File: config.mk
export PLATFORM = sky130hd
export DESIGN_NAME = servo_pulse_mapper_smoother
export DESIGN_NICKNAME = d
export VERILOG_FILES = /design/src/rtl/core/sps_pkg.sv /design/src/rtl/core/servo_pulse_mapper_smoother.sv
export VERILOG_INCLUDE_DIRS = /design/src /design/src/rtl/core
export SDC_FILE = /design/constraint.sdc
export NUM_CORES = 1
export LEC_CHECK = 0
export ABC_AREA = 1
export BUFFER_PORTS_ARGS = -buffer_cell sky130_fd_sc_hd__clkbuf_2
export CORE_MARGIN = 2
export CORE_UTILIZATION = 57
export CTS_CLUSTER_DIAMETER = 120
export DETAILED_ROUTE_END_ITERATION = 8
export GPL_TIMING_DRIVEN = 1
export PLACE_DENSITY = 0.71
export REMOVE_ABC_BUFFERS = 1
export SLEW_MARGIN = 10
export SYNTH_ARGS = -nofsm -noshare
export SYNTH_HDL_FRONTEND = slang
export SYNTH_SLANG_ARGS = --single-unit
export TNS_END_PERCENT = 50
File: constraint.sdc
create_clock -name clock -period 11.7 [get_ports clock]
set_input_delay 2.34 -clock clock [delete_from_list [all_inputs] [get_ports clock]]
set_output_delay 2.34 -clock clock [all_outputs]
set_load 0.02 [all_outputs]
File: src/rtl/core/servo_pulse_mapper_smoother_macros.svh
// Assertion macros for the servo pulse mapper and smoother.
// Included by the top level; no other dependencies.
`ifndef SERVO_PULSE_MAPPER_SMOOTHER_MACROS_SVH
`define SERVO_PULSE_MAPPER_SMOOTHER_MACROS_SVH

// same-cycle implication, disabled in reset
`define SPS_ASSERT_NOW(lbl, clk, rst, ante, cons, msg) \
   lbl: assert property (@(posedge clk) disable iff (rst) (ante) |-> (cons)) \
      else $error(msg);

// next-cycle implication, disabled in reset
`define SPS_ASSERT_NEXT(lbl, clk, rst, ante, cons, msg) \
   lbl: assert property (@(posedge clk) disable iff (rst) (ante) |=> (cons)) \
      else $error(msg);

`endif

File: src/rtl/core/sps_pkg.sv
// Shared types and constants for the servo pulse mapper and smoother.
// No dependencies; imported by servo_pulse_mapper_smoother.
package sps_pkg;

   localparam int unsigned PULSE_W    = 16;
   localparam int unsigned POS_W      = 16;
   localparam int unsigned WEIGHT_W   = 16;
   localparam int unsigned REQ_TYPE_W = 2;
   localparam int unsigned CSR_IDX_W  = 3;
   localparam int unsigned CSR_DATA_W = 16;

   // shift-add multiply and restoring divide both take this many steps
   localparam int unsigned STEPS = 16;
   localparam int unsigned CNT_W = $clog2(STEPS);
   localparam logic [CNT_W-1:0] STEP_LAST = CNT_W'(STEPS - 1);

   // request codes
   localparam logic [REQ_TYPE_W-1:0] REQ_MOVE = 2'd0;
   localparam logic [REQ_TYPE_W-1:0] REQ_TICK = 2'd1;
   localparam logic [REQ_TYPE_W-1:0] REQ_INIT = 2'd2;

   // register indexes
   localparam logic [CSR_IDX_W-1:0] CSR_MIN_PULSE = 3'd0;
   localparam logic [CSR_IDX_W-1:0] CSR_MAX_PULSE = 3'd1;
   localparam logic [CSR_IDX_W-1:0] CSR_WEIGHT    = 3'd2;
   localparam logic [CSR_IDX_W-1:0] CSR_INVERTED  = 3'd3;
   localparam logic [CSR_IDX_W-1:0] CSR_DEFAULT   = 3'd4;

   // register reset values
   localparam int unsigned RST_MIN_PULSE = 1000;
   localparam int unsigned RST_MAX_PULSE = 2000;
   localparam int unsigned RST_WEIGHT    = 58982;
   localparam int unsigned RST_DEFAULT   = 1500;

   typedef enum logic [2:0] {
      ST_IDLE,
      ST_LOAD,
      ST_MUL,
      ST_DIV,
      ST_FIN
   } sps_state_type;

   typedef struct packed {
      logic [REQ_TYPE_W-1:0] req_type;
      logic [POS_W-1:0]      position;
   } sps_req_type;

   typedef struct packed {
      logic [PULSE_W-1:0] target_pulse_us;
      logic [PULSE_W-1:0] current_pulse_us;
      logic [POS_W-1:0]   logical_position;
      logic               status;
   } sps_rsp_type;

endpackage

File: src/rtl/core/servo_pulse_mapper_smoother.sv
// Servo position to pulse mapper with exponential pulse smoothing.
// Depends on sps_pkg and servo_pulse_mapper_smoother_macros.svh.
//
//   port group   dir   handshake            word
//   req_*        in    req_valid/req_stall  sps_req_type (req_type, position)
//   rsp_*        out   rsp_valid/rsp_stall  sps_rsp_type (pulses, position, status)
//   csr_*        in    csr_wr_en            csr_index, csr_wr_data
//
// One word at a time through a single 17-bit add/subtract unit.
// Move and init: accept, load, 16 multiply steps, 16 divide steps and
// finish; tick: accept, load, 16 multiply steps and finish; out-of-range
// move or unused code: accept, load and finish.
// A finished result waits in the output register; the next word is taken
// meanwhile, and the finish step holds while that register is stalled.
// Synchronous reset loads the pulse state as an init under reset registers.
`include "servo_pulse_mapper_smoother_macros.svh"

module servo_pulse_mapper_smoother #(
   parameter int unsigned POSITION_MAX = 999
) (
   input  logic                                 clock,
   input  logic                                 reset,
   input  logic                                 req_valid,
   output logic                                 req_stall,
   input  sps_pkg::sps_req_type                 req_word,
   output logic                                 rsp_valid,
   input  logic                                 rsp_stall,
   output sps_pkg::sps_rsp_type                 rsp_word,
   input  logic                                 csr_wr_en,
   input  logic [sps_pkg::CSR_IDX_W-1:0]        csr_index,
   input  logic [sps_pkg::CSR_DATA_W-1:0]       csr_wr_data
);
   import sps_pkg::*;

   localparam logic [POS_W-1:0] PM_W = POS_W'(POSITION_MAX);
   localparam int unsigned RST_STORED =
      ((RST_DEFAULT - RST_MIN_PULSE) * POSITION_MAX) / (RST_MAX_PULSE - RST_MIN_PULSE);

   // registers
   sps_state_type           state_ff, state_in;
   logic [PULSE_W-1:0]      min_ff, max_ff, def_ff;
   logic [WEIGHT_W-1:0]     weight_ff;
   logic                    inv_ff;
   logic [PULSE_W-1:0]      target_ff, target_in;
   logic [PULSE_W-1:0]      current_ff, current_in;
   logic [POS_W-1:0]        stored_ff, stored_in;
   sps_req_type             req_ff;
   logic [15:0]             hi_ff, hi_in;
   logic [15:0]             lo_ff, lo_in;
   logic [15:0]             opd_ff, opd_in;
   logic [CNT_W-1:0]        cnt_ff, cnt_in;
   logic                    neg_ff, neg_in;
   logic                    oor_ff, oor_in;
   logic [15:0]             arg_ff, arg_in;
   sps_rsp_type             rsp_ff;
   logic                    rsp_valid_ff;

   logic                    req_take;
   logic                    fin_go;

   // operand preparation
   logic                    span_neg;
   logic [PULSE_W-1:0]      span_mag;
   logic [PULSE_W-1:0]      bnd_lo, bnd_hi, dflt_clamp, dflt_off, dflt_pulse;
   logic [POS_W-1:0]        pos_eff;
   logic                    pos_oor;
   logic                    cur_ge;
   logic [PULSE_W-1:0]      tick_mag;

   // shared add/subtract unit
   logic [16:0]             alu_a, alu_b;
   logic                    alu_sub;
   logic [17:0]             alu_res;
   logic [16:0]             mul_sum;

   // finish values
   logic [PULSE_W-1:0]      move_pulse;
   logic [POS_W-1:0]        init_pos, init_stored;
   logic [33:0]             tick_base, tick_prod, tick_sum;
   logic [PULSE_W-1:0]      tick_pulse;
   logic [POS_W-1:0]        logical_in;

   assign req_take  = req_valid && !req_stall;
   assign req_stall = (state_ff != ST_IDLE);
   assign fin_go    = (state_ff == ST_FIN) && !(rsp_valid_ff && rsp_stall);

   // configuration registers
   always_ff @(posedge clock) begin
      if (reset) begin
         min_ff    <= PULSE_W'(RST_MIN_PULSE);
         max_ff    <= PULSE_W'(RST_MAX_PULSE);
         weight_ff <= WEIGHT_W'(RST_WEIGHT);
         inv_ff    <= 1'b0;
         def_ff    <= PULSE_W'(RST_DEFAULT);
      end else if (csr_wr_en) begin
         unique case (csr_index)
            CSR_MIN_PULSE: min_ff    <= csr_wr_data[PULSE_W-1:0];
            CSR_MAX_PULSE: max_ff    <= csr_wr_data[PULSE_W-1:0];
            CSR_WEIGHT:    weight_ff <= csr_wr_data[WEIGHT_W-1:0];
            CSR_INVERTED:  inv_ff    <= csr_wr_data[0];
            CSR_DEFAULT:   def_ff    <= csr_wr_data[PULSE_W-1:0];
            default: ;
         endcase
      end
   end

   // range, clamp and mirror helpers
   always_comb begin
      span_neg = (max_ff < min_ff);
      span_mag = span_neg ? (min_ff - max_ff) : (max_ff - min_ff);
      bnd_lo   = span_neg ? max_ff : min_ff;
      bnd_hi   = span_neg ? min_ff : max_ff;
      priority if (def_ff < bnd_lo) begin
         dflt_clamp = bnd_lo;
      end else if (def_ff > bnd_hi) begin
         dflt_clamp = bnd_hi;
      end else begin
         dflt_clamp = def_ff;
      end
      dflt_off   = span_neg ? (min_ff - dflt_clamp) : (dflt_clamp - min_ff);
      dflt_pulse = inv_ff ? (max_ff + min_ff - dflt_clamp) : dflt_clamp;
      pos_eff    = inv_ff ? (PM_W - req_ff.position) : req_ff.position;
      pos_oor    = (req_ff.position > PM_W);
      cur_ge     = (current_ff >= target_ff);
      tick_mag   = cur_ge ? (current_ff - target_ff) : (target_ff - current_ff);
   end

   // shared adder: multiply adds the multiplicand, divide subtracts the divisor
   always_comb begin
      alu_a   = '0;
      alu_b   = '0;
      alu_sub = 1'b0;
      unique case (state_ff)
         ST_MUL: begin
            alu_a = {1'b0, hi_ff};
            alu_b = {1'b0, opd_ff};
         end
         ST_DIV: begin
            alu_a   = {hi_ff, lo_ff[15]};
            alu_b   = {1'b0, opd_ff};
            alu_sub = 1'b1;
         end
         default: ;
      endcase
      alu_res = {1'b0, alu_a} + {1'b0, (alu_sub ? ~alu_b : alu_b)} + {17'd0, alu_sub};
      mul_sum = lo_ff[0] ? alu_res[16:0] : {1'b0, hi_ff};
   end

   // sequencer
   always_comb begin
      state_in = state_ff;
      unique case (state_ff)
         ST_IDLE: begin
            if (req_take) state_in = ST_LOAD;
         end
         ST_LOAD: begin
            if ((req_ff.req_type == REQ_MOVE && !pos_oor) ||
                req_ff.req_type == REQ_TICK || req_ff.req_type == REQ_INIT) begin
               state_in = ST_MUL;
            end else begin
               state_in = ST_FIN;
            end
         end
         ST_MUL: begin
            if (cnt_ff == '0) state_in = (req_ff.req_type == REQ_TICK) ? ST_FIN : ST_DIV;
         end
         ST_DIV: begin
            if (cnt_ff == '0) state_in = ST_FIN;
         end
         ST_FIN: begin
            if (fin_go) state_in = ST_IDLE;
         end
         default: state_in = ST_IDLE;
      endcase
   end

   always_ff @(posedge clock) begin
      if (reset) begin
         state_ff <= ST_IDLE;
      end else begin
         state_ff <= state_in;
      end
   end

   // working registers
   always_comb begin
      hi_in  = hi_ff;
      lo_in  = lo_ff;
      opd_in = opd_ff;
      cnt_in = cnt_ff;
      neg_in = neg_ff;
      oor_in = oor_ff;
      arg_in = arg_ff;
      unique case (state_ff)
         ST_LOAD: begin
            hi_in  = '0;
            cnt_in = STEP_LAST;
            oor_in = (req_ff.req_type == REQ_MOVE) && pos_oor;
            unique case (req_ff.req_type)
               REQ_MOVE: begin
                  lo_in  = pos_eff;
                  opd_in = span_mag;
                  neg_in = span_neg;
                  arg_in = pos_eff;
               end
               REQ_TICK: begin
                  lo_in  = tick_mag;
                  opd_in = weight_ff;
                  neg_in = !cur_ge;
               end
               REQ_INIT: begin
                  lo_in  = dflt_off;
                  opd_in = PM_W;
                  arg_in = dflt_pulse;
               end
               default: ;
            endcase
         end
         ST_MUL: begin
            hi_in  = mul_sum[16:1];
            lo_in  = {mul_sum[0], lo_ff[15:1]};
            cnt_in = cnt_ff - CNT_W'(1);
            if (cnt_ff == '0) begin
               // product is complete: load the divisor
               cnt_in = STEP_LAST;
               opd_in = (req_ff.req_type == REQ_MOVE) ? PM_W : span_mag;
            end
         end
         ST_DIV: begin
            hi_in  = alu_res[17] ? alu_res[15:0] : alu_a[15:0];
            lo_in  = {lo_ff[14:0], alu_res[17]};
            cnt_in = cnt_ff - CNT_W'(1);
         end
         default: ;
      endcase
   end

   always_ff @(posedge clock) begin
      if (req_take) req_ff <= req_word;
      hi_ff  <= hi_in;
      lo_ff  <= lo_in;
      opd_ff <= opd_in;
      cnt_ff <= cnt_in;
      neg_ff <= neg_in;
      oor_ff <= oor_in;
      arg_ff <= arg_in;
   end

   // finish: apply quotient or product to the pulse state
   always_comb begin
      move_pulse  = neg_ff ? (min_ff - lo_ff) : (min_ff + lo_ff);
      init_pos    = (span_mag == '0) ? '0 : lo_ff;
      init_stored = inv_ff ? (PM_W - init_pos) : init_pos;
      tick_base   = {2'b00, target_ff, 16'h8000};
      tick_prod   = {2'b00, hi_ff, lo_ff};
      tick_sum    = neg_ff ? (tick_base - tick_prod) : (tick_base + tick_prod);
      tick_pulse  = tick_sum[31:16];

      target_in  = target_ff;
      current_in = current_ff;
      stored_in  = stored_ff;
      unique case (req_ff.req_type)
         REQ_MOVE: begin
            if (!oor_ff) begin
               target_in = move_pulse;
               stored_in = arg_ff;
            end
         end
         REQ_TICK: current_in = tick_pulse;
         REQ_INIT: begin
            target_in  = arg_ff;
            current_in = arg_ff;
            stored_in  = init_stored;
         end
         default: ;
      endcase
      logical_in = inv_ff ? (PM_W - stored_in) : stored_in;
   end

   always_ff @(posedge clock) begin
      if (reset) begin
         target_ff  <= PULSE_W'(RST_DEFAULT);
         current_ff <= PULSE_W'(RST_DEFAULT);
         stored_ff  <= POS_W'(RST_STORED);
      end else if (fin_go) begin
         target_ff  <= target_in;
         current_ff <= current_in;
         stored_ff  <= stored_in;
      end
   end

   // output word register
   always_ff @(posedge clock) begin
      if (fin_go) begin
         rsp_ff.target_pulse_us  <= target_in;
         rsp_ff.current_pulse_us <= current_in;
         rsp_ff.logical_position <= logical_in;
         rsp_ff.status           <= oor_ff;
      end
   end

   always_ff @(posedge clock) begin
      if (reset) begin
         rsp_valid_ff <= 1'b0;
      end else if (fin_go) begin
         rsp_valid_ff <= 1'b1;
      end else if (!rsp_stall) begin
         rsp_valid_ff <= 1'b0;
      end
   end

   assign rsp_valid = rsp_valid_ff;
   assign rsp_word  = rsp_ff;

   // checks
   `SPS_ASSERT_NEXT(a_take_to_load, clock, reset, req_take, state_ff == ST_LOAD, "word taken but sequencer did not start")
   `SPS_ASSERT_NOW(a_rsp_from_fin, clock, reset, $rose(rsp_valid_ff), $past(state_ff == ST_FIN), "result raised without finish step")
   `SPS_ASSERT_NEXT(a_mul_to_div, clock, reset, state_ff == ST_MUL && cnt_ff == '0 && req_ff.req_type != REQ_TICK, state_ff == ST_DIV && cnt_ff == STEP_LAST, "divide did not follow multiply")

endmodule

==> summary.md <==
* **status** complete, no violations
* **share of cell area taken by muxes after synthesis** 0.08901%
* **combined area of all synthesized cells** 0.02249 sq mm
* **TritonCTS clock tree** built
* **first-pass GRT wire length** 129000 um
* **pwr/cell area** 276.1 mW/mm^2
* **number of standard-cell rows in the floorplan** 72
* **fillers** 3505
* **pin count of the biggest net entering global routing** 95
* **fraction of power consumed by the clock network** 14.7%
* **router iterations before antenna repair** 8
* **GPL Wtd Cong** 1.050
* **final sum of negative setup slack** 0 ps
* **Syn Area/Cell** 6.963 sq um
* **number of buffers on the longest clock path** 3
* **static power due to leakage** 11.40 nW
* **#FFs+latches synth** 254
* **achievable frequency** 111.8 MHz
* **type of element capturing the critical path** flip-flop
* **Worst IR Drop VDD** 0.1770 mV
* **dominant combinational cell family by area after synthesis** simple AND/OR/NAND/NOR gates
* **switching power summed over all nets** 3.581 mW
* **layout cells sized above 1** 7.361%
* **Min Clock Period, post-route** 8944 ps
* **cell count of the worst hold path** 2
* **GRT Util Overall** 40.67%
* **Crit Path Class** flip-flop to flip-flop
* **top library cells by usage in the layout, fill and taps aside** nand2_1 (721), inv_1 (389), o21ai_0 (365)
* **total of hold buffers inserted after clock tree synthesis** 0
* **capture point of the worst reg-to-reg path** arg_ff[15]
* **hold crit path type** flip-flop to flip-flop
* **Detailed Place HPWL** 65990 um
* **area share of the largest cell type after synthesis** 18.29%
* **data arrival time at the worst-slack endpoint** 9290 ps
* **violation count after the first detailed-routing iteration** 2557
* **count of distinct cell types in the synthesized netlist** 62
* **area leader, netlist** edfxtp_1
* **Tot Pwr** 6.702 mW
* **fraction of synthesized cell area in xor and xnor cells** 4.128%
* **Worst-Skew Late Latency** 600 ps
* **unrepaired setup endpoints after global routing** false
* **final setup violating endpoints** 0
* **Slew @ Worst Pin** 1262 ps
* **part of the total power dissipated in sequential elements** 21.6%
* **Resize count post-CTS** 0
* **hold violation total from the final report** 0
* **beginning of the worst register-to-register path** max_ff[0]
* **per-cell via count in the routed design** 6.194
* **main flop type after synthesis** edfxtp_1
* **compound-gate portion of the synthesized area** 22.14%
* **depth of the CTS H-tree** 1
* **count of final max-slew check failures** 0
* **area fraction in and, or, nand and nor cells after synthesis** 22.92%
* **Max-slew headroom** 15.24%
* **number of cells produced by synthesis** 3230
* **initial cell density of the core** 57.92%
* **vertical extent of the die** 202.6 um
* **dominant cell type by count on the critical path** nand2_1
* **Layout Nets** 3513
* **adder-cell share of the synthesized area** 12.67%
* **number of enable-type register cells in the synthesized netlist** 137
* **switching share of power** 53.44%
* **total number of vias** 23490
* **number of warnings issued by yosys** 0
* **fraction of power consumed by combinational cells** 63.7%
* **number of input and output port buffers inserted** 92
* **post-route DRC violation count** 0
* **most common library cell in the layout ignoring fill and taps** nand2_1
* **Async S/R FF share, synth** 0%
* **wirelength, routed** 84550 um
* **Num Clock Sinks** 254
* **global route total overflow** 0
* **critical path's top delay family** simple AND/OR/NAND/NOR gates
* **cell with the largest stage delay on the worst path** nand4_1
* **Synth area leaders** edfxtp_1 (18%), nand2_1 (12%), ha_1 (12%)
* **CTS Root Buffer Type** clkbuf_16
* **detailed-route wire length per cell** 22.29 um
* **clk slew on worst S/H paths** 70 ps
* **Post-Route Hold Slack** 472.7 ps
* **count of buffer and inverter cells on the critical path** 3
* **proportion of synthesized chip area in sequential cells** 28.71%
* **required time of the worst setup path** 12050 ps
* **antenna violations before repair** 1
* **startpoint type of the worst setup path** flip-flop
* **number of global-route vias before repair** 22330
* **DRT antenna net count** 0
* **Core Region** 0.03883 sq mm
* **count of cells along the worst register-to-register path** 42
* **Min-Delay Startpoint** weight_ff[6]
* **register-to-register path setup slack** 2760 ps
* **die width** 202.6 um
* **delay contributed by the slowest stage of the critical path** 590 ps
* **TritonCTS buffer count** 29
* **# placed instances** 3738
* **Power Internal** 3.121 mW
* **endpoint of the worst hold-timing path** weight_ff[6]
* **die area** 0.04106 sq mm
* **I/O Pins** 93
* **critical path fanouts, max** 52
* **Layout area overhead** 7.917%
* **fraction of the cycle the final worst path needs** 76.45%
* **Fin Clk Skew** 25.42 ps
* **Max-Cap Viols** 0
* **post-route insts no fill** 3793
* **post-CTS setup repair buffer count** 0
layer usage:
metal | vias up | GRT usage, % | wire, um
met5 | - | 0 | 0
met3 | 301 | 5.778 | 7790
met2 | 1466 | 66.41 | 38000
met1 | 10750 | 50.49 | 32300
met4 | 0 | 26.25 | 6466
li1 | 10980 | - | -
Yosys cell counts (19+ instances only):
master	count
clkbuf_1	89
nor3_1	21
xnor2_1	36
ha_1	207
dfxtp_1	117
nand3_1	177
nand4_1	24
edfxtp_1	137
o21ai_0	365
a22oi_1	19
o22ai_1	27
nor2_1	217
o211ai_1	50
inv_1	390
xor2_1	70
nand2_1	721
a21oi_1	287
registers in the layout, indices dropped and copies added, names as in the netlist, 4 cells and up:
signal	flops
cnt_ff	4
hi_ff	16
req_ff	18
target_ff	16
stored_ff	16
current_ff	16
lo_ff	16
max_ff	16
def_ff	16
min_ff	16
arg_ff	16
opd_ff	16
weight_ff	16
rsp_word	49
cell type report:
class / instances / area [sq um] / share of cell area (%)
Antenna cell: 1 / 2.502 / 0.01031
Clock buffer: 31 / 743.2 / 3.062
Clock inverter: 23 / 262.8 / 1.083
Inverter: 409 / 1539 / 6.341
Multi-Input combinational cell: 2438 / 13950 / 57.50
Sequential cell: 254 / 6457 / 26.61
Tap cell: 518 / 648.1 / 2.670
Timing Repair Buffer: 119 / 663.1 / 2.732
logic make-up after synthesis:
| logic type | count (synthesis) |
|---|---|
| and+or+nand+nor | 1225 |
| AOI/OAI and AO/OA | 885 |
| buffers and inverters | 538 |
| DFF | 254 |
| adders and majority gates | 220 |
| xor gates and xnor gates | 106 |
| muxes | 2 |
power groups by stage:
stage	registers (mW)	clock network, mW	logic, mW
floorplan	1.42	0	2.82
global placement	1.44	0	4.04
detailed placement	1.45	0	4.09
CTS	1.43	0.984	4.13
global route	1.46	1.01	4.67
finish	1.45	0.987	4.27
metrics by stage:
stage | worst slack, ps | utilization (%) | area (sq um)
detailed placement | 2983 | 59.91 | 23260
CTS | 2919 | 62.50 | 24270
global route | 2064 | 62.50 | 24270
global placement | 3291 | 59.91 | 23260
finish | 2756 | 62.51 | 24270
floorplan | 3448 | - | 21930
worst reg2reg max path, delay by kind of cell, from the launching register on:
kind / cells / cell delay (ps)
buffers and inverters: 3 / 740
and+or+nand+nor: 22 / 3790
AOI/OAI and AO/OA: 9 / 1490
xor gates and xnor gates: 2 / 300
adders and majority gates: 6 / 2010
DFF: 1 / 370
how the worst max path moves through the flow:
stage / cells after the start / to / slack, ps / from
2_1_floorplan: 6 / current_ff[10] / 3450 / rsp_stall
3_3_place_gp: 42 / arg_ff[15] / 3290 / max_ff[0]
3_5_place_dp: 42 / arg_ff[15] / 2980 / max_ff[0]
4_1_cts: 42 / arg_ff[15] / 2920 / max_ff[0]
5_1_grt: 42 / arg_ff[15] / 2060 / max_ff[0]
6_report: 42 / arg_ff[15] / 2760 / max_ff[0]
No activity file was read; power rests on OpenSTA's default activity.
